`src/hw/rtl/tgs_pkg.sv`:
```
`default_nettype none
// ============================================================================
// tgs_pkg
// Shared types and constants of the text grid with scrollback.
// ============================================================================
package tgs_pkg;

    localparam int KIND_W     = 4;
    localparam int COL_W      = 7;
    localparam int ROW_W      = 6;
    localparam int CELL_W     = 32;
    localparam int OFF_W      = 9;
    localparam int CNT_OUT_W  = 9;
    localparam int CFG_IDX_W  = 2;
    localparam int CFG_DATA_W = 9;
    localparam int COLS_REG_W = 8;
    localparam int ROWS_REG_W = 7;
    localparam int HLIM_W     = 9;

    localparam int COLS_RESET = 80;
    localparam int ROWS_RESET = 24;
    localparam int HLIM_RESET = 256;

    localparam int Q_DEPTH = 2;
    localparam int QPW     = (Q_DEPTH > 1) ? $clog2(Q_DEPTH) : 1;
    localparam int QCW     = $clog2(Q_DEPTH + 1);

    typedef enum logic [KIND_W-1:0] {
        K_WRITE       = 4'd0,
        K_READ        = 4'd1,
        K_READ_VIS    = 4'd2,
        K_SCROLL_UP   = 4'd3,
        K_SCROLL_DOWN = 4'd4,
        K_SET_FLAG    = 4'd5,
        K_READ_FLAG   = 4'd6,
        K_SET_OFFSET  = 4'd7,
        K_CLEAR       = 4'd8
    } t_kind;

    typedef enum logic [CFG_IDX_W-1:0] {
        CFG_COLS   = 2'd0,
        CFG_ROWS   = 2'd1,
        CFG_HLIMIT = 2'd2
    } t_cfg_reg;

    typedef enum logic [3:0] {
        S_IDLE,
        S_ACCESS,
        S_READ_DATA,
        S_HIST_COPY,
        S_SHIFT_UP,
        S_SHIFT_DOWN,
        S_CLEAR_ROW,
        S_CLEAR_ALL,
        S_DONE
    } t_state;

    // classified request as queued between front and back
    typedef struct packed {
        logic [KIND_W-1:0] kind;
        logic [COL_W-1:0]  cx;
        logic [ROW_W-1:0]  cy;
        logic [ROW_W-1:0]  row;
        logic              row_ok;
        logic [CELL_W-1:0] cval;
        logic              wrap;
        logic [OFF_W-1:0]  offset;
    } t_cmd;

endpackage
`default_nettype wire

```
`src/hw/rtl/tgs_queue.sv`:
```
`default_nettype none
// ============================================================================
// tgs_queue
// Short request queue between front and back.
// ============================================================================
module tgs_queue (
    input  wire             i_clk,
    input  wire             i_rst_n,
    input  wire             i_push,
    input  tgs_pkg::t_cmd   i_data,
    input  wire             i_pop,
    output tgs_pkg::t_cmd   o_data,
    output logic            o_full,
    output logic            o_empty
);
    import tgs_pkg::*;

    t_cmd            r_mem [Q_DEPTH];
    logic [QPW-1:0]  r_wp;
    logic [QPW-1:0]  r_rp;
    logic [QCW-1:0]  r_cnt;

    assign o_data  = r_mem[r_rp];
    assign o_full  = (32'(r_cnt) == Q_DEPTH);
    assign o_empty = (r_cnt == '0);

    always_ff @(posedge i_clk) begin
        if (!i_rst_n) begin
            r_wp  <= '0;
            r_rp  <= '0;
            r_cnt <= '0;
        end else begin
            if (i_push) begin
                r_wp <= (32'(r_wp) == Q_DEPTH - 1) ? '0 : r_wp + 1'b1;
            end
            if (i_pop) begin
                r_rp <= (32'(r_rp) == Q_DEPTH - 1) ? '0 : r_rp + 1'b1;
            end
            if (i_push && !i_pop) begin
                r_cnt <= r_cnt + 1'b1;
            end else if (!i_push && i_pop) begin
                r_cnt <= r_cnt - 1'b1;
            end
        end
    end

    always_ff @(posedge i_clk) begin
        if (i_push) begin
            r_mem[r_wp] <= i_data;
        end
    end

endmodule
`default_nettype wire

```
`config.mk`:
```
export PLATFORM = sky130hd
export DESIGN_NAME = tgs_queue
export DESIGN_NICKNAME = d
export VERILOG_FILES = /design/src/hw/rtl/tgs_pkg.sv /design/src/hw/rtl/tgs_queue.sv
export SDC_FILE = /design/constraint.sdc
export NUM_CORES = 1
export LEC_CHECK = 0
export BUFFER_PORTS_ARGS = -buffer_cell sky130_fd_sc_hd__buf_2
export CELL_PAD_IN_SITES_DETAIL_PLACEMENT = 0
export CELL_PAD_IN_SITES_GLOBAL_PLACEMENT = 1
export CORE_ASPECT_RATIO = 1.75
export CORE_UTILIZATION = 27
export DETAILED_ROUTE_END_ITERATION = 16
export PLACE_DENSITY = 0.61
export SYNTH_ARGS = -nofsm -noshare
export SYNTH_HDL_FRONTEND = slang
export SYNTH_SLANG_ARGS = --single-unit
```
`constraint.sdc`:
```
create_clock -name i_clk -period 13.5 [get_ports i_clk]
set_input_delay 2.7 -clock i_clk [delete_from_list [all_inputs] [get_ports i_clk]]
set_output_delay 2.7 -clock i_clk [all_outputs]
set_load 0.02 [all_outputs]
```
Yosys cells after proc, flatten, opt, wreduce, memory -nomap -nowiden

Memories as Yosys holds them, arrays and structs flattened. A register that Yosys moved wholly into a read port is not among the register bits.
Index checks and enable logic that the tools add are counted.

Bits in writable memories: 132
Output and inout port bits: 68
Register bits after elaboration: 4
Memories: 1
Word-level logic and storage cells: 23
Input bits: 70

Memory list:

| memory | words | width | rd ports | clocked after Yosys merged registers in | write ports | RTL line        | text |
|---|---|---|---|---|---|---|---|
| r_mem  | 2     | 66    | 1        | 1                                       | 1           | tgs_queue.sv:18 | `t_cmd r_mem [Q_DEPTH];` |

Add/sub/neg operators: 4
Eq/ne operators: 1
Multiplexer cells: 8
Reductions and logical operators: 6

Operator list:

| operator            | number |
|---|---|
| $mux 1              | 6 |
| $mux 2              | 2 |
| $add 1x1->1 const B | 2 |
| $add 2x1->2 const B | 1 |
| $eq 2x2->1 const B  | 1 |
| $logic_and 1x1->1   | 2 |
| $logic_not 1->1     | 2 |
| $logic_not 2->1     | 1 |
| $reduce_bool 2->1   | 1 |
| $sub 2x1->2 const B | 1 |

Longest topological paths before layout

Depth after elaboration: 4
Depth in mapped cells: 5

Least setup slack after synthesis

OpenSTA, ideal clock, no wires.

Kind: input-to-reg
Start point: in i_push
End point: mem r_mem[0][0] (netlist name) (enable)
Setup slack: 7370 ps
Arrival: 5631 ps
Buffers on the path: 0
Cell stages on the path: 1
Path through: nor2b_1

Word-level cells in the longest chain between the ends: 2

Ends and longest elaborated chain:

| what                         | RTL line        | text |
|---|---|---|
| from (decl)                  | tgs_queue.sv:9  | `input wire i_push,` |
| $mux 1                       | tgs_queue.sv:48 | `if (i_push) begin` |
| $mux 1 (implied by the code) | tgs_queue.sv:49 | `r_mem[r_wp] <= i_data;` |
| to (decl)                    | tgs_queue.sv:18 |  |

Every way passes these cells.

==> metrics.md <==
| Metric | Value |
|---|---|
| Multi-input gate area | 868.3 sq um |
| Final setup violation count | 0 |
| Clock insertion delay at the later pin of the skew report | 0.41 ns |
| Post-DP HPWL | 5987 um |
| Maximum VDD drop | 0.07580 mV |
| Remaining Overflow, GRT | 0 |
| Unrepaired setup endpoints after global routing | false |
| Tightest Pin Transition | 0.9559 ns |
| Gpl congestion | 0.6548 |
| Post-synthesis mux area share | 14.90% |
| Vias/cell | 4.144 |
| I/O Pins | 138 |
| Fin. Hold Viols | 0 |
| Layout Nets | 448 |
| CP max stage cell | dfxtp_4 |
| Post-route cell area | 0.006563 sq mm |
| Post-Syn Area | 0.004989 sq mm |
| Synth-to-Final Area Change | 31.55% |
| Setup WS pre-CTS | 9.018 ns |
| Power per cell area | 168.3 mW/mm^2 |
| Placed Area | 0.005926 sq mm |
| Length of the first detailed-routing pass in iterations | 5 |
| Netlist cell types | 18 |
| Post-Synth Adder-Cell Area | 0.2508% |
| Total GRT Usage | 10.72% |
| Leakage | 2.430 nW |
| Seq/Total Area, Yosys | 81.46% |
| Core area | 0.01805 sq mm |
| CP Capture Type | output pin |
| Post-Synth Simple-Gate Area | 1.129% |
| Core Util, Final | 36.35% |
| Number of synthesized register bits | 137 |
| Synthesized net count | 298 |
| Number of CTS-inserted buffers | 17 |
| Port buffer count | 137 |
| Max-slew headroom | 36.28% |
| Setup TNS | 0 ns |
| Rows | 65 |
| Final Max Slew Viols | 0 |
| Root buf cell | clkbuf_16 |
| Clock slew at reported path FFs | 0.06 ns |
| Max Cap Viol | 0 |
| DIE HEIGHT | 181.8 um |
| Fmax | 0.2133 GHz |
| Final wirelength | 9594 um |
| CP endpoint | o_data[38] |
| CP cell instances | mux2_2 -> buf_2 |
| Residual DRC | 0 |
| Clock sink total | 137 |
| Compound-cell area share of the yosys netlist | 0.4013% |
| Post-cts hold buffer count | 0 |
| Critical Path AT | 1.99 ns |
| CTS tree | yes |
| Number of gates resized after cts | 0 |
| Crit Reg-Reg Endpoint | r_mem[0][24]$_DFFE_PP_ |
| Outcome | finished, final reports clean |
| Most frequent cells in the layout | buf_2, edfxtp_1, mux2_2, clkbuf_16, bufinv_16 |
| Layout cell share with drive strength beyond 1 | 60.51% |
| ANT nets after route | 0 |
| Largest family of logic cells by synthesized area | multiplexers |
| Yosys warns | 0 |
| Class of the worst hold path | flop to flop |
| Minimum clock period | 4.689 ns |
| Worst r2r path cells | 2 |
| Initial DRC Count | 57 |
| Clk_skew | 0.005458 ns |
| Worst setup margin | 8.811 ns |
| Kind of critical path | flop to output pin |
| Startpoint Class | flop |
| Period utilization | 34.73% |
| Post-CTS setup repair buffer count | 0 |
| Max incr delay on CP | 0.96 ns |
| Most common cell after layout, fill and taps aside | buf_2 |
| Via count | 2590 |
| Post-synthesis xor/xnor area fraction | 0.5267% |
| Starting density of the core | 27.63% |
| Cell count after synthesis | 227 |
| Number of global-route vias before repair | 2992 |
| Filler cells | 1762 |
| Clock buffer depth | 2 |
| Crit Reg-Reg Startpoint | r_wp$_SDFFE_PN0P_ |
| Worst R2R Setup Slack | 11.61 ns |
| Initial antenna violation count | 1 |
| Largest net degree at the start of global routing | 67 |
| FF+latch area | 0.004068 sq mm |
| WL/cell | 15.35 um |
| Die width | 104.8 um |
| First-pass GRT wire length | 14820 um |
| Required time of the critical path | 10.80 ns |
| Total die area | 0.01905 sq mm |
| H-tree depth | 4 |
| Critical path peak fanout | 66 |
| Syn_area_per_cell | 21.98 sq um |
| Design Power | 1.105 mW |
[metal layers]
metal	GRT usage, %	vias up	share of wire (%)
li1	-	1195	-
met2	20.56	84	58
met5	0	-	0
met1	9.228	1296	34
met4	6.986	0	2.9
met3	3.518	15	4.9
[worst min-delay path by stage]
| stage | endpoint | cells past startpoint | slack, ns | start |
|---|---|---|---|---|
| floorplan | r_cnt[1]$_SDFFE_PN0P_ | 2 | 0.47 | r_cnt[1]$_SDFFE_PN0P_ |
| global placement | r_cnt[1]$_SDFFE_PN0P_ | 2 | 0.48 | r_cnt[1]$_SDFFE_PN0P_ |
| detailed placement | r_cnt[1]$_SDFFE_PN0P_ | 2 | 0.50 | r_cnt[1]$_SDFFE_PN0P_ |
| CTS | r_cnt[1]$_SDFFE_PN0P_ | 2 | 0.51 | r_cnt[1]$_SDFFE_PN0P_ |
| global route | r_cnt[1]$_SDFFE_PN0P_ | 2 | 0.54 | r_cnt[1]$_SDFFE_PN0P_ |
| finish | r_cnt[1]$_SDFFE_PN0P_ | 2 | 0.51 | r_cnt[1]$_SDFFE_PN0P_ |
[worst max-delay path: cells and delay by family (launching register included)]
kind                   cells  cell delay, ns
buffers and inverters      1            0.16
DFF                        1            0.96
muxes                      1            0.43
[stage by stage]
step                      std cells  hold slack, ns
final                           625          0.5081
after global routing            624          0.5408
after CTS                       624          0.5148
after detailed placement        592          0.5041
after global placement          592          0.4801
after floorplan                 227          0.4662
[layout make-up]
type / instances / share of cell area (%)
sequential: 137 / 61.98
multi-input combinational: 82 / 13.23
timing repair buffer: 138 / 10.56
clock buffer: 19 / 6.597
tap: 234 / 4.461
clock inverter: 13 / 3.070
inverter: 1 / 0.05720
antenna: 1 / 0.03813
[synth_stat cells]
master    instances  area share [%]
and2_1            4            0.50
edfxtp_1        132              79
dfxtp_1           5             2.0
buf_4             1            0.15
xor2_1            2            0.35
ha_1              1            0.25
a21boi_1          1            0.15
nor2_1            1           0.075
inv_1             1           0.075
buf_2             2            0.20
o21a_1            1            0.15
xnor2_1           1            0.18
o21ai_0           1            0.10
mux2_2           66              15
or3_1             1            0.13
nor2b_1           2            0.25
and2b_2           1            0.18
buf_6             4            0.90
[report_power, final]
| part | internal [mW] | switching (mW) |
|---|---|---|
| combinational | 0.0449 | 0.0584 |
| sequential | 0.491 | 0.0131 |
| clock | 0.326 | 0.171 |
[flip-flops by register name (all words and copies together) (netlist names), named ones only]
register and flops:
r_cnt 2, r_mem 132, r_rp 1, r_wp 1
[cell families after synthesis]
kind of cell | count (synthesis)
AOI/OAI and AO/OA | 3
muxes | 66
and+or+nand+nor | 9
adders and majority gates | 1
buffers and inverters | 8
DFF | 137
xor gates and xnor gates | 3
Note: power is estimated with default switching activity, not from simulation.
