**config.mk**
```make
export PLATFORM = sky130hd
export DESIGN_NAME = tgs_front_flat
export DESIGN_NICKNAME = d
export VERILOG_FILES = /design/src/hw/rtl/tgs_pkg.sv /design/src/hw/rtl/tgs_ifs.sv /design/src/hw/rtl/tgs_front.sv /design/src/flat_wrapper.sv
export SDC_FILE = /design/constraint.sdc
export NUM_CORES = 1
export LEC_CHECK = 0
export BUFFER_PORTS_ARGS = -buffer_cell sky130_fd_sc_hd__buf_2
export CAP_MARGIN = 40
export CORE_UTILIZATION = 33
export DETAILED_ROUTE_END_ITERATION = 8
export PLACE_DENSITY = 0.93
export SETUP_SLACK_MARGIN = 0.4
export SYNTH_ARGS = -nofsm -noshare
export SYNTH_HDL_FRONTEND = slang
export SYNTH_SLANG_ARGS = --single-unit
export TNS_END_PERCENT = 20
```
**constraint.sdc**
```tcl
create_clock -name vclk -period 1.88
set_input_delay 0.188 -clock vclk [all_inputs]
set_output_delay 0.188 -clock vclk [all_outputs]
set_load 0.03 [all_outputs]
```
**src/hw/rtl/tgs_pkg.sv**
```systemverilog
`default_nettype none
// ============================================================================
// tgs_pkg
// Shared types and constants of the text grid with scrollback.
// ============================================================================
package tgs_pkg;

    localparam int KIND_W     = 4;
    localparam int COL_W      = 7;
    localparam int ROW_W      = 6;
    localparam int CELL_W     = 32;
    localparam int OFF_W      = 9;
    localparam int CNT_OUT_W  = 9;
    localparam int CFG_IDX_W  = 2;
    localparam int CFG_DATA_W = 9;
    localparam int COLS_REG_W = 8;
    localparam int ROWS_REG_W = 7;
    localparam int HLIM_W     = 9;

    localparam int COLS_RESET = 80;
    localparam int ROWS_RESET = 24;
    localparam int HLIM_RESET = 256;

    localparam int Q_DEPTH = 2;
    localparam int QPW     = (Q_DEPTH > 1) ? $clog2(Q_DEPTH) : 1;
    localparam int QCW     = $clog2(Q_DEPTH + 1);

    typedef enum logic [KIND_W-1:0] {
        K_WRITE       = 4'd0,
        K_READ        = 4'd1,
        K_READ_VIS    = 4'd2,
        K_SCROLL_UP   = 4'd3,
        K_SCROLL_DOWN = 4'd4,
        K_SET_FLAG    = 4'd5,
        K_READ_FLAG   = 4'd6,
        K_SET_OFFSET  = 4'd7,
        K_CLEAR       = 4'd8
    } t_kind;

    typedef enum logic [CFG_IDX_W-1:0] {
        CFG_COLS   = 2'd0,
        CFG_ROWS   = 2'd1,
        CFG_HLIMIT = 2'd2
    } t_cfg_reg;

    typedef enum logic [3:0] {
        S_IDLE,
        S_ACCESS,
        S_READ_DATA,
        S_HIST_COPY,
        S_SHIFT_UP,
        S_SHIFT_DOWN,
        S_CLEAR_ROW,
        S_CLEAR_ALL,
        S_DONE
    } t_state;

    // classified request as queued between front and back
    typedef struct packed {
        logic [KIND_W-1:0] kind;
        logic [COL_W-1:0]  cx;
        logic [ROW_W-1:0]  cy;
        logic [ROW_W-1:0]  row;
        logic              row_ok;
        logic [CELL_W-1:0] cval;
        logic              wrap;
        logic [OFF_W-1:0]  offset;
    } t_cmd;

endpackage
`default_nettype wire

```
**src/hw/rtl/tgs_ifs.sv**
```systemverilog
`default_nettype none
// ============================================================================
// tgs_ifs
// Request, result and register write channels.
// ============================================================================
interface tgs_item_if;
    logic                          valid;
    logic                          ready;
    logic [tgs_pkg::KIND_W-1:0]    kind;
    logic [tgs_pkg::COL_W-1:0]     col;
    logic [tgs_pkg::ROW_W-1:0]     row;
    logic [tgs_pkg::CELL_W-1:0]    cell_in;
    logic                          wrap_in;
    logic [tgs_pkg::OFF_W-1:0]     offset_in;

    modport source (output valid, kind, col, row, cell_in, wrap_in, offset_in, input ready);
    modport sink   (input valid, kind, col, row, cell_in, wrap_in, offset_in, output ready);
endinterface

`default_nettype wire

```
**src/hw/rtl/tgs_front.sv**
```systemverilog
`default_nettype none
// ============================================================================
// tgs_front
// Accepts requests, clamps coordinates and queues them for the back end.
// ============================================================================
module tgs_front #(
    parameter int MAX_COLS = 128,
    parameter int MAX_ROWS = 64
) (
    tgs_item_if.sink                        i_item,
    input  wire [$clog2(MAX_COLS+1)-1:0]    i_cols,
    input  wire [$clog2(MAX_ROWS+1)-1:0]    i_rows,
    input  wire                             i_hold,
    input  wire                             i_q_full,
    output logic                            o_push,
    output tgs_pkg::t_cmd                   o_cmd
);
    import tgs_pkg::*;

    always_comb begin
        i_item.ready = !i_q_full && !i_hold;
        o_push       = i_item.valid && i_item.ready;

        o_cmd.kind   = i_item.kind;
        o_cmd.cval   = i_item.cell_in;
        o_cmd.wrap   = i_item.wrap_in;
        o_cmd.offset = i_item.offset_in;
        o_cmd.row    = i_item.row;
        o_cmd.row_ok = 32'(i_item.row) < 32'(i_rows);
        if (32'(i_item.col) >= 32'(i_cols)) begin
            o_cmd.cx = COL_W'(32'(i_cols) - 32'd1);
        end else begin
            o_cmd.cx = i_item.col;
        end
        if (32'(i_item.row) >= 32'(i_rows)) begin
            o_cmd.cy = ROW_W'(32'(i_rows) - 32'd1);
        end else begin
            o_cmd.cy = i_item.row;
        end
    end

endmodule
`default_nettype wire

```
**src/flat_wrapper.sv**
```systemverilog
// flat-port wrapper written by rule: the top's interface ports become plain ports
module tgs_front_flat import tgs_pkg::*;
#(
    parameter int MAX_COLS = 128,
    parameter int MAX_ROWS = 64
)
  (i_cols, i_rows, i_hold, i_q_full, o_push, o_cmd, i_item_valid, i_item_kind, i_item_col, i_item_row, i_item_cell_in, i_item_wrap_in, i_item_offset_in, i_item_ready);
  tgs_item_if i_item_i ();
  input  wire [$clog2(MAX_COLS+1)-1:0] i_cols;
  input  wire [$clog2(MAX_ROWS+1)-1:0] i_rows;
  input  wire i_hold;
  input  wire i_q_full;
  output logic o_push;
  output tgs_pkg::t_cmd o_cmd;
  input wire logic [$bits(i_item_i.valid)-1:0] i_item_valid;
  input wire logic [$bits(i_item_i.kind)-1:0] i_item_kind;
  input wire logic [$bits(i_item_i.col)-1:0] i_item_col;
  input wire logic [$bits(i_item_i.row)-1:0] i_item_row;
  input wire logic [$bits(i_item_i.cell_in)-1:0] i_item_cell_in;
  input wire logic [$bits(i_item_i.wrap_in)-1:0] i_item_wrap_in;
  input wire logic [$bits(i_item_i.offset_in)-1:0] i_item_offset_in;
  output wire logic [$bits(i_item_i.ready)-1:0] i_item_ready;
  assign i_item_i.valid = i_item_valid;
  assign i_item_i.kind = i_item_kind;
  assign i_item_i.col = i_item_col;
  assign i_item_i.row = i_item_row;
  assign i_item_i.cell_in = i_item_cell_in;
  assign i_item_i.wrap_in = i_item_wrap_in;
  assign i_item_i.offset_in = i_item_offset_in;
  assign i_item_ready = i_item_i.ready;
  tgs_front #(.MAX_COLS(MAX_COLS), .MAX_ROWS(MAX_ROWS)) u_core (.i_item(i_item_i), .i_cols(i_cols), .i_rows(i_rows), .i_hold(i_hold), .i_q_full(i_q_full), .o_push(o_push), .o_cmd(o_cmd));
endmodule
```
======== Word level (Yosys, flattened, before mapping) ========
Index checks and enable logic that the tools add are counted.
storage, ports and cells
  bits in registers ....................... 0
  input bits .............................. 77
  output and inout bits ................... 68
operators by class
  add/subtract/negate cells ............... 2
  magnitude comparators ................... 3
  muxes and demuxes ....................... 2
  reduce and logical (&&, ||, !) cells .... 4
operator list
  operator                                                             count
  7-bit by 8-bit >= comparator with 1-bit output                       1
  6-bit by 7-bit >= comparator with 1-bit output                       1
  6-bit by 7-bit less-than comparator with 1-bit output                1
  7-bit two-way mux                                                    1
  7-bit by 1-bit subtractor with 7-bit output (second input constant)  1
  6-bit two-way mux                                                    1
  6-bit by 1-bit subtractor with 6-bit output (second input constant)  1
  1-bit logical AND                                                    2
  1-bit zero test                                                      2

======== Longest topological paths before layout ========
Gate-level depths: netlist of run 1.
  word-level depth ........................ 3
  gate-level depth with buffers ........... 6
  depth with buffers taken out ............ 6

======== Least setup slack after synthesis of run 1 ========
OpenSTA, ideal clock, no wires.
  path type ............................... input to output
  start point ............................. input port i_item_col[0]
  end point ............................... output port o_cmd[55] (netlist bit)
  data arrival time ....................... 1.751 ns
  data required time ...................... 1.692 ns
  path slack .............................. -0.059 ns
  stages on the path ...................... 6
  path buffers ............................ 0
  path through ............................ inv_1 ha_1 nand2b_4 a2111oi_4 o22ai_4 mux2i_1
RTL lines
  item         line                source
  from (decl)  flat_wrapper.sv:17  input wire logic [$bits(i_item_i.col)-1:0] i_item_col;
  to (decl)    flat_wrapper.sv:14  output tgs_pkg::t_cmd o_cmd;

==> metrics, run 1 <==
commonest non-fill, non-tap cell in the layout=buf_2; Place WS=-0.09134 ns; # diodes=0; largest net degree at the start of global routing=7; Total GRT Usage=0.1586; Max Clock Freq=522.8 MHz; Mapped Nets=228; leakage=0.7637 nW; Post-Syn Area=1106 um^2; power share of the combinational group=1.000; Syn Area/Cell=8.133 um^2; Post-DP Area=1414 um^2; clkbuf count=0; ratio of cells with drive above 1 in the final layout=0.7308; most frequent cells in the layout=28 x buf_2, 22 x buf_6, 18 x buf_4; First DRT Iteration DRCs=13; status=complete, but fails checks; site row count=20; DRC violations left=0; Final Critical Period=1.913 ns; vias in the first global route=998; crit path capture type=output port; Setup Viol. Count Final=5; RSZ-0062 raised after global routing=true; Power Dens Cells=324.6 nW/um^2; Worst VDD drop=169.4 uV; Slew Viols, Final=0; Avg WL per Cell=13.81 um; port bufs=53; Yosys cell types=27; post-cts hold buffer count=0; Setup Total Neg Slack=-0.1223 ns; die height=59.90 um; final worst path period share=1.018; Area Overhead vs Synth=47.74%; first-pass detailed-route iteration total=3; Initial Util=0.3536; Slew @ Worst Pin=0.3494 ns; antenna-violating nets left=0; Nets=250; routability cong.=0.7982; Critical Path RT=1.69 ns; sequential cells=0; switching pwr=252.8 uW; Total Wirelength=2.762 mm; CP max FO=6; startpoint types=input port; Clock power frac=0; core region area=3128 um^2; die width=59.90 um; Congestion Overflow GR=0; post-synthesis sequential area ratio=0; sw frac=0.4767; Final Power=530.4 uW; detailed placement HPWL=2.045 mm; routed vias/inst=4.535; ranking of synthesized cells by area=buf_4 35%, ha_1 17%, mux2_4 6.8%; worst min path class=input port to output port; P_int=277.6 uW; Hold Vio Cnt, Final=0; initial antenna violation count=0; I/O pin cnt=145; global-route wire length before repair=4.291 mm; Max-Cap Viols=0; CP arrival=1.72 ns; Post-Syn Instances=136; top cell type's share of synthesized area=0.3529; setup ws final=-0.03290 ns; Storage cell area=0 um^2; post-synth top area cell=buf_4; Post-Layout Inst Area=1634 um^2; Reg power frac=0; violated checks=negative setup slack; die area=3587 um^2; Vias=907; CP Class=input port to output port; Rel. slew slack=0.7653; Ys Warns=0
## power groups by stage
stage | clock, mW | sequential [mW] | combinational (mW)
3_5_place_dp | 0 | 0 | 0.445
4_1_cts | 0 | 0 | 0.523
3_3_place_gp | 0 | 0 | 0.430
5_1_grt | 0 | 0 | 0.564
6_report | 0 | 0 | 0.530
2_1_floorplan | 0 | 0 | 0.474
## cell families after synthesis
| logic type | Yosys count | share of synthesized area |
|---|---|---|
| mux | 13 | 0.1448 |
| fa+ha+maj | 15 | 0.1697 |
| xor+xnor | 9 | 0.07127 |
| buf+inv | 69 | 0.4106 |
| compound gates | 13 | 0.1086 |
| simple gates | 17 | 0.09502 |
## cell type report
| cell class | count | area [um^2] |
|---|---|---|
| Tap cell | 44 | 55.05 |
| Inverter | 17 | 101.3 |
| Fill cell | 251 | 1494 |
| Multi-Input combinational cell | 67 | 884.6 |
| Timing Repair Buffer | 72 | 593.1 |
## stage by stage
stage	utilization	instances	hold slack (ns)
3_5_place_dp	0.4520	199	0.3762
5_1_grt	0.5224	200	0.3760
6_report	0.5224	200	0.3760
2_1_floorplan	-	136	0.4631
4_1_cts	0.5200	200	0.3762
3_3_place_gp	0.4520	199	0.3762
## cell usage after synthesis (all sizes together)
master	n
xnor2	7
and2	1
nand3	3
o21ai	3
nor2	3
and4b	2
xor2	2
mux2	9
a21o	2
o22ai	2
a21oi	3
nor3	2
a2111oi	1
o21a	1
buf	52
nor2b	1
nand2	1
nand4	1
ha	15
mux2i	4
a211oi	1
nand2b	3
inv	17
## final timing paths
kind / depth (start not counted) / endpoint / startpoint
hold / removal: 0 / o_cmd[0] / i_item_offset_in[0]
setup / recovery: 9 / o_cmd[60] / i_item_col[0]
## per-layer routing
metal / up-vias / GRT usage / wire length [um]
li1: 440 / - / -
met5: - / 0 / 0
met3: 2 / 0.01948 / 145
met4: 0 / 0.02658 / 8
met1: 429 / 0.1456 / 936
met2: 36 / 0.3556 / 1672
## repair_timing
item / CTS / global route
gates cloned: 0 / 0
buffers inserted: 1 / 0
gates resized for setup: 54 / 4
endpoints found under the hold margin: 0 / 0
pin swaps: 5 / 4
endpoints found under the setup margin: 14 / 14
## worst max-delay path, stage by stage
cell	delay, ns
buf_8	0.10
inv_6	0.05
ha_4	0.18
nand2b_4	0.14
a2111oi_4	0.33
o22ai_4	0.13
buf_12	0.16
mux2_4	0.30
buf_6	0.14
(Power assumes the default switching activity.)
==> run 2: changes to the inputs <==
- RECOVER_POWER: not set -> 25
- SKIP_LAST_GASP: not set -> 1
==> metrics, run 2 (synthesized netlist as in run 1, its figures left out) <==
ratio of cells with drive above 1 in the final layout=0.7051 (-0.02564); Congestion Overflow GR=0 (unchanged); Worst VDD drop=166.5 uV (-1.7%); violated checks=negative setup slack; clkbuf count=0 (unchanged); commonest non-fill, non-tap cell in the layout=buf_2; CP max stage cell=a2111oi_4; Avg WL per Cell=11.90 um (-14%); Max Clock Freq=503.6 MHz (-3.7%); Area Overhead vs Synth=39.71%; Total GRT Usage=0.1331 (-0.02554); CP max FO=6 (unchanged); routability cong.=0.7982 (unchanged); port bufs=53 (unchanged); detailed placement HPWL=2.045 mm (unchanged); DRC violations left=0 (unchanged); die width=59.90 um (unchanged); Critical Path RT=1.69 ns (about the same); CP startpoint=i_item_col[0]; Max-Cap Viols=0 (unchanged); Total Wirelength=2.379 mm (-14%); routed vias/inst=4.470 (-1.4%); initial antenna violation count=0 (unchanged); Final Power=486.1 uW (-8.4%); Critical Path End=o_cmd[60]; Slew Viols, Final=0 (unchanged); fillers=253 (+0.80%); core region area=3128 um^2 (unchanged); Storage cell area=0 um^2 (unchanged); most frequent cells in the layout=39 x buf_2, 18 x buf_4, 11 x buf_6; Nets=250 (unchanged); status=complete, but fails checks; final worst path period share=1.056 (+0.03876); First DRT Iteration DRCs=29 (+16); site row count=20 (unchanged); WHS=0.3760 ns (+0.000001000 ns); worst-path cell chain=buf_8 -> inv_8 -> ha_4 -> nand2b_4 -> a2111oi_4 -> o22ai_4 -> buf_12 -> mux2_4 -> buf_6; sequential cells=0 (unchanged); I/O pin cnt=145 (unchanged); Hold Vio Cnt, Final=0 (unchanged); first-pass detailed-route iteration total=4 (+1); Power Dens Cells=314.6 nW/um^2 (-3.1%); crit path capture type=output port; largest net degree at the start of global routing=7 (unchanged); die height=59.90 um (unchanged); Rel. slew slack=0.7800 (+0.01476); setup ws final=-0.1058 ns (-0.07288 ns); startpoint types=input port; antenna-violating nets left=0 (unchanged); vias in the first global route=873 (-13%); Final Critical Period=1.986 ns (+0.07288 ns); leakage=0.7413 nW (-2.9%); CP max stage delay=0.38 ns (+0.05 ns); # diodes=0 (unchanged); Initial Util=0.3536 (unchanged); RSZ-0062 raised after global routing=true; Slew @ Worst Pin=0.3275 ns (-0.02196 ns); Final Util=0.4940 (-0.02840); CP Class=input port to output port; CP arrival=1.80 ns (+0.08 ns); Vias=894 (-1.4%); die area=3587 um^2 (unchanged); Setup Viol. Count Final=7 (+2); worst min path class=input port to output port; global-route wire length before repair=3.663 mm (-15%)
-- run 2: worst min-delay path by stage --
stage | start | end | slack (ns) | depth (start not counted)
CTS | i_item_cell_in[8] | o_cmd[18] | 0.38 | 0
finish | i_item_offset_in[0] | o_cmd[0] | 0.38 | 0
detailed placement | i_item_cell_in[8] | o_cmd[18] | 0.38 | 0
global placement | i_item_cell_in[8] | o_cmd[18] | 0.38 | 0
floorplan | i_rows[0] | o_cmd[49] | 0.46 | 1
global route | i_item_cell_in[18] | o_cmd[28] | 0.38 | 0
-- run 2: cell type report --
type / count / area (um^2) / share of cell area
Inverter: 17 / 101.3 / 0.06559
Multi-Input combinational cell: 67 / 864.6 / 0.5595
Tap cell: 44 / 55.05 / 0.03563
Timing Repair Buffer: 72 / 524.3 / 0.3393
-- run 2: worst max-delay path: cells and delay by family --
kind | cells | cell delay, ns
AOI/OAI and AO/OA | 2 | 0.52
buffers and inverters | 4 | 0.45
adders and majority gates | 1 | 0.19
muxes | 1 | 0.30
and+or+nand+nor | 1 | 0.14
-- run 2: power breakdown --
part | switching [mW] | internal [mW] | total (mW)
logic | 0.239 | 0.247 | 0.486
registers | 0 | 0 | 0
clock network | 0 | 0 | 0
total | 0.239 | 0.247 | 0.486
-- run 2: stage by stage --
step	cells	instance area, um^2	setup TNS [ns]	setup WS, ns
4_1_cts	200	1499	-0.4450	-0.09297
6_report	200	1545	-0.5310	-0.1058
2_1_floorplan	136	1324	0	0.2346
3_3_place_gp	199	1414	-0.3689	-0.06132
3_5_place_dp	199	1414	-0.7746	-0.09134
5_1_grt	200	1545	-1.176	-0.1632
-- run 2: timing repair --
action,in CTS,in global routing
hold endpoints to repair,0,0
setup endpoints to repair,14,14
pin swaps,4,3
resized for setup,17,21
cloned,0,0
buffers inserted,1,0
hold buffers,0,0
-- run 2: layer usage --
layer  wire, um  part of all wire  track usage
met4          8            0.0034      0.02990
met5          0                 0            0
met1        833              0.35       0.1314
met3        150             0.063      0.01515
met2       1386              0.58       0.2841
==> run 3: changes to the inputs <==
- CORE_ASPECT_RATIO: not set -> 0.6
- GPL_TIMING_DRIVEN: not set -> 0
==> metrics, run 3 (synthesized netlist as in run 1, its figures left out) <==
status=complete, but fails checks; violated checks=negative setup slack; CP Class=input port to output port; Rel. slew slack=0.7535 (-0.02653); crit path capture type=output port; Area Overhead vs Synth=88.91%; port bufs=99 (+87%); Slew @ Worst Pin=0.3714 ns (+0.04391 ns); largest net degree at the start of global routing=8 (+1); die height=46.85 um (-22%); DRC violations left=0 (unchanged); Max Clock Freq=527.1 MHz (+4.7%); Slew Viols, Final=0 (unchanged); Storage cell area=0 um^2 (unchanged); clkbuf count=0 (unchanged); ratio of cells with drive above 1 in the final layout=0.7593 (+0.05421); routed vias/inst=4.261 (-4.7%); sequential cells=0 (unchanged); Total Wirelength=3.309 mm (+39%); die area=3595 um^2 (+0.21%); antenna-violating nets left=0 (unchanged); final worst path period share=1.009 (-0.04717); Setup Viol. Count Final=5 (-2); Non-Filler Instances=283 (+42%); first-pass detailed-route iteration total=4 (unchanged); Hold Crit Depth=2 (+2); CP startpoint=i_item_col[0]; most frequent cells in the layout=66 x buf_2, 57 x buf_4, 15 x clkbuf_1; Initial Util=0.3660 (+0.01245); Power Dens Cells=343.7 nW/um^2 (+9.3%); critical path depth=9 (unchanged); Final Critical Period=1.897 ns (-0.08868 ns); Setup Total Neg Slack=-0.07742 ns (+0.4535 ns); vias in the first global route=1,060 (+21%); Congestion Overflow GR=0 (unchanged); detailed placement HPWL=2.807 mm (+37%); First DRT Iteration DRCs=41 (+41%); family with the most delay on the worst path=compound AO/OA/AOI/OAI gates; worst-path cell chain=buf_8 -> inv_6 -> ha_4 -> nand2b_4 -> a2111oi_4 -> o22ai_4 -> buf_12 -> mux2_4 -> buf_6; setup ws final=-0.01710 ns (+0.08868 ns); CP bufs+invs=4 (unchanged); worst min path class=input port to output port; I/O pin cnt=145 (unchanged); Nets=335 (+34%); core region area=3022 um^2 (-3.4%); Max-Cap Viols=0 (unchanged); initial antenna violation count=0 (unchanged); Final Util=0.6915 (+0.1975); Hold Vio Cnt, Final=0 (unchanged); leakage=1.075 nW (+45%); hold path start=i_item_offset_in[0]; RSZ-0062 raised after global routing=true; site row count=15 (-25%); # diodes=0 (unchanged); die width=76.74 um (+28%); CP max FO=7 (+1); commonest non-fill, non-tap cell in the layout=buf_2; CP arrival=1.71 ns (-0.09 ns); Worst VDD drop=165.9 uV (-0.34%); worst hold endpoint=o_cmd[0]; Avg WL per Cell=11.69 um (-1.7%); Inst Count DP=277 (+39%); Vias=1,206 (+35%); Total GRT Usage=0.1521 (+0.01901); global-route wire length before repair=4.395 mm (+20%); Final Power=718.2 uW (+48%); routability cong.=0.8339 (+4.5%); Critical Path RT=1.69 ns (about the same); CP max stage cell=a2111oi_4; startpoint types=input port; CP max stage delay=0.33 ns (-0.05 ns)
run 3: changes by cell type in the layout (fill, tap and decap cells not counted), moves of 3 or more:
cell	change
buf_2	+27
buf_6	+3
clkbuf_1	+15
buf_4	+39
run 3: per-layer routing:
layer  GRT usage  vias to the layer above  wire [um]
met5           0                        -          0
met4     0.01538                        0          0
met3     0.01553                        0        206
met2      0.3054                       59       1807
met1      0.1886                      536       1295
li1            -                      611          -
run 3: cell type report:
cell class	instances	area, um^2
buffer	52	390.4
inverter	17	98.84
tap	42	52.55
multi-input combinational	67	880.8
timing repair buffer	105	666.9
fill	258	932.1
run 3: how the worst max path moves through the flow:
stage                           end
after CTS                 o_cmd[57]
after global routing      o_cmd[57]
after floorplan           o_cmd[55]
after detailed placement  o_cmd[57]
final                     o_cmd[57]
after global placement    o_cmd[60]
run 3: per-stage QoR:
stage / setup slack (ns) / cell area (um^2) / hold slack [ns]
after detailed placement: -0.1571 / 1872 / 0.6260
final: -0.01710 / 2090 / 0.6255
after global placement: -0.1498 / 1872 / 0.6264
after floorplan: 0.2346 / 1324 / 0.4631
after global routing: -0.1004 / 2090 / 0.6359
after CTS: -0.09303 / 1987 / 0.6258
run 3: repair_timing:
| action | in CTS | in global routing |
|---|---|---|
| pin swaps | 4 | 8 |
| buffers inserted | 4 | 2 |
| gates resized for setup | 20 | 28 |
| hold buffers | 0 | 0 |
| endpoints found under the setup margin | 14 | 14 |
run 3: where the power goes:
| part | total, mW | internal (mW) | switching (mW) |
|---|---|---|---|
| logic | 0.718 | 0.340 | 0.378 |
| registers | 0 | 0 | 0 |
| clock network | 0 | 0 | 0 |
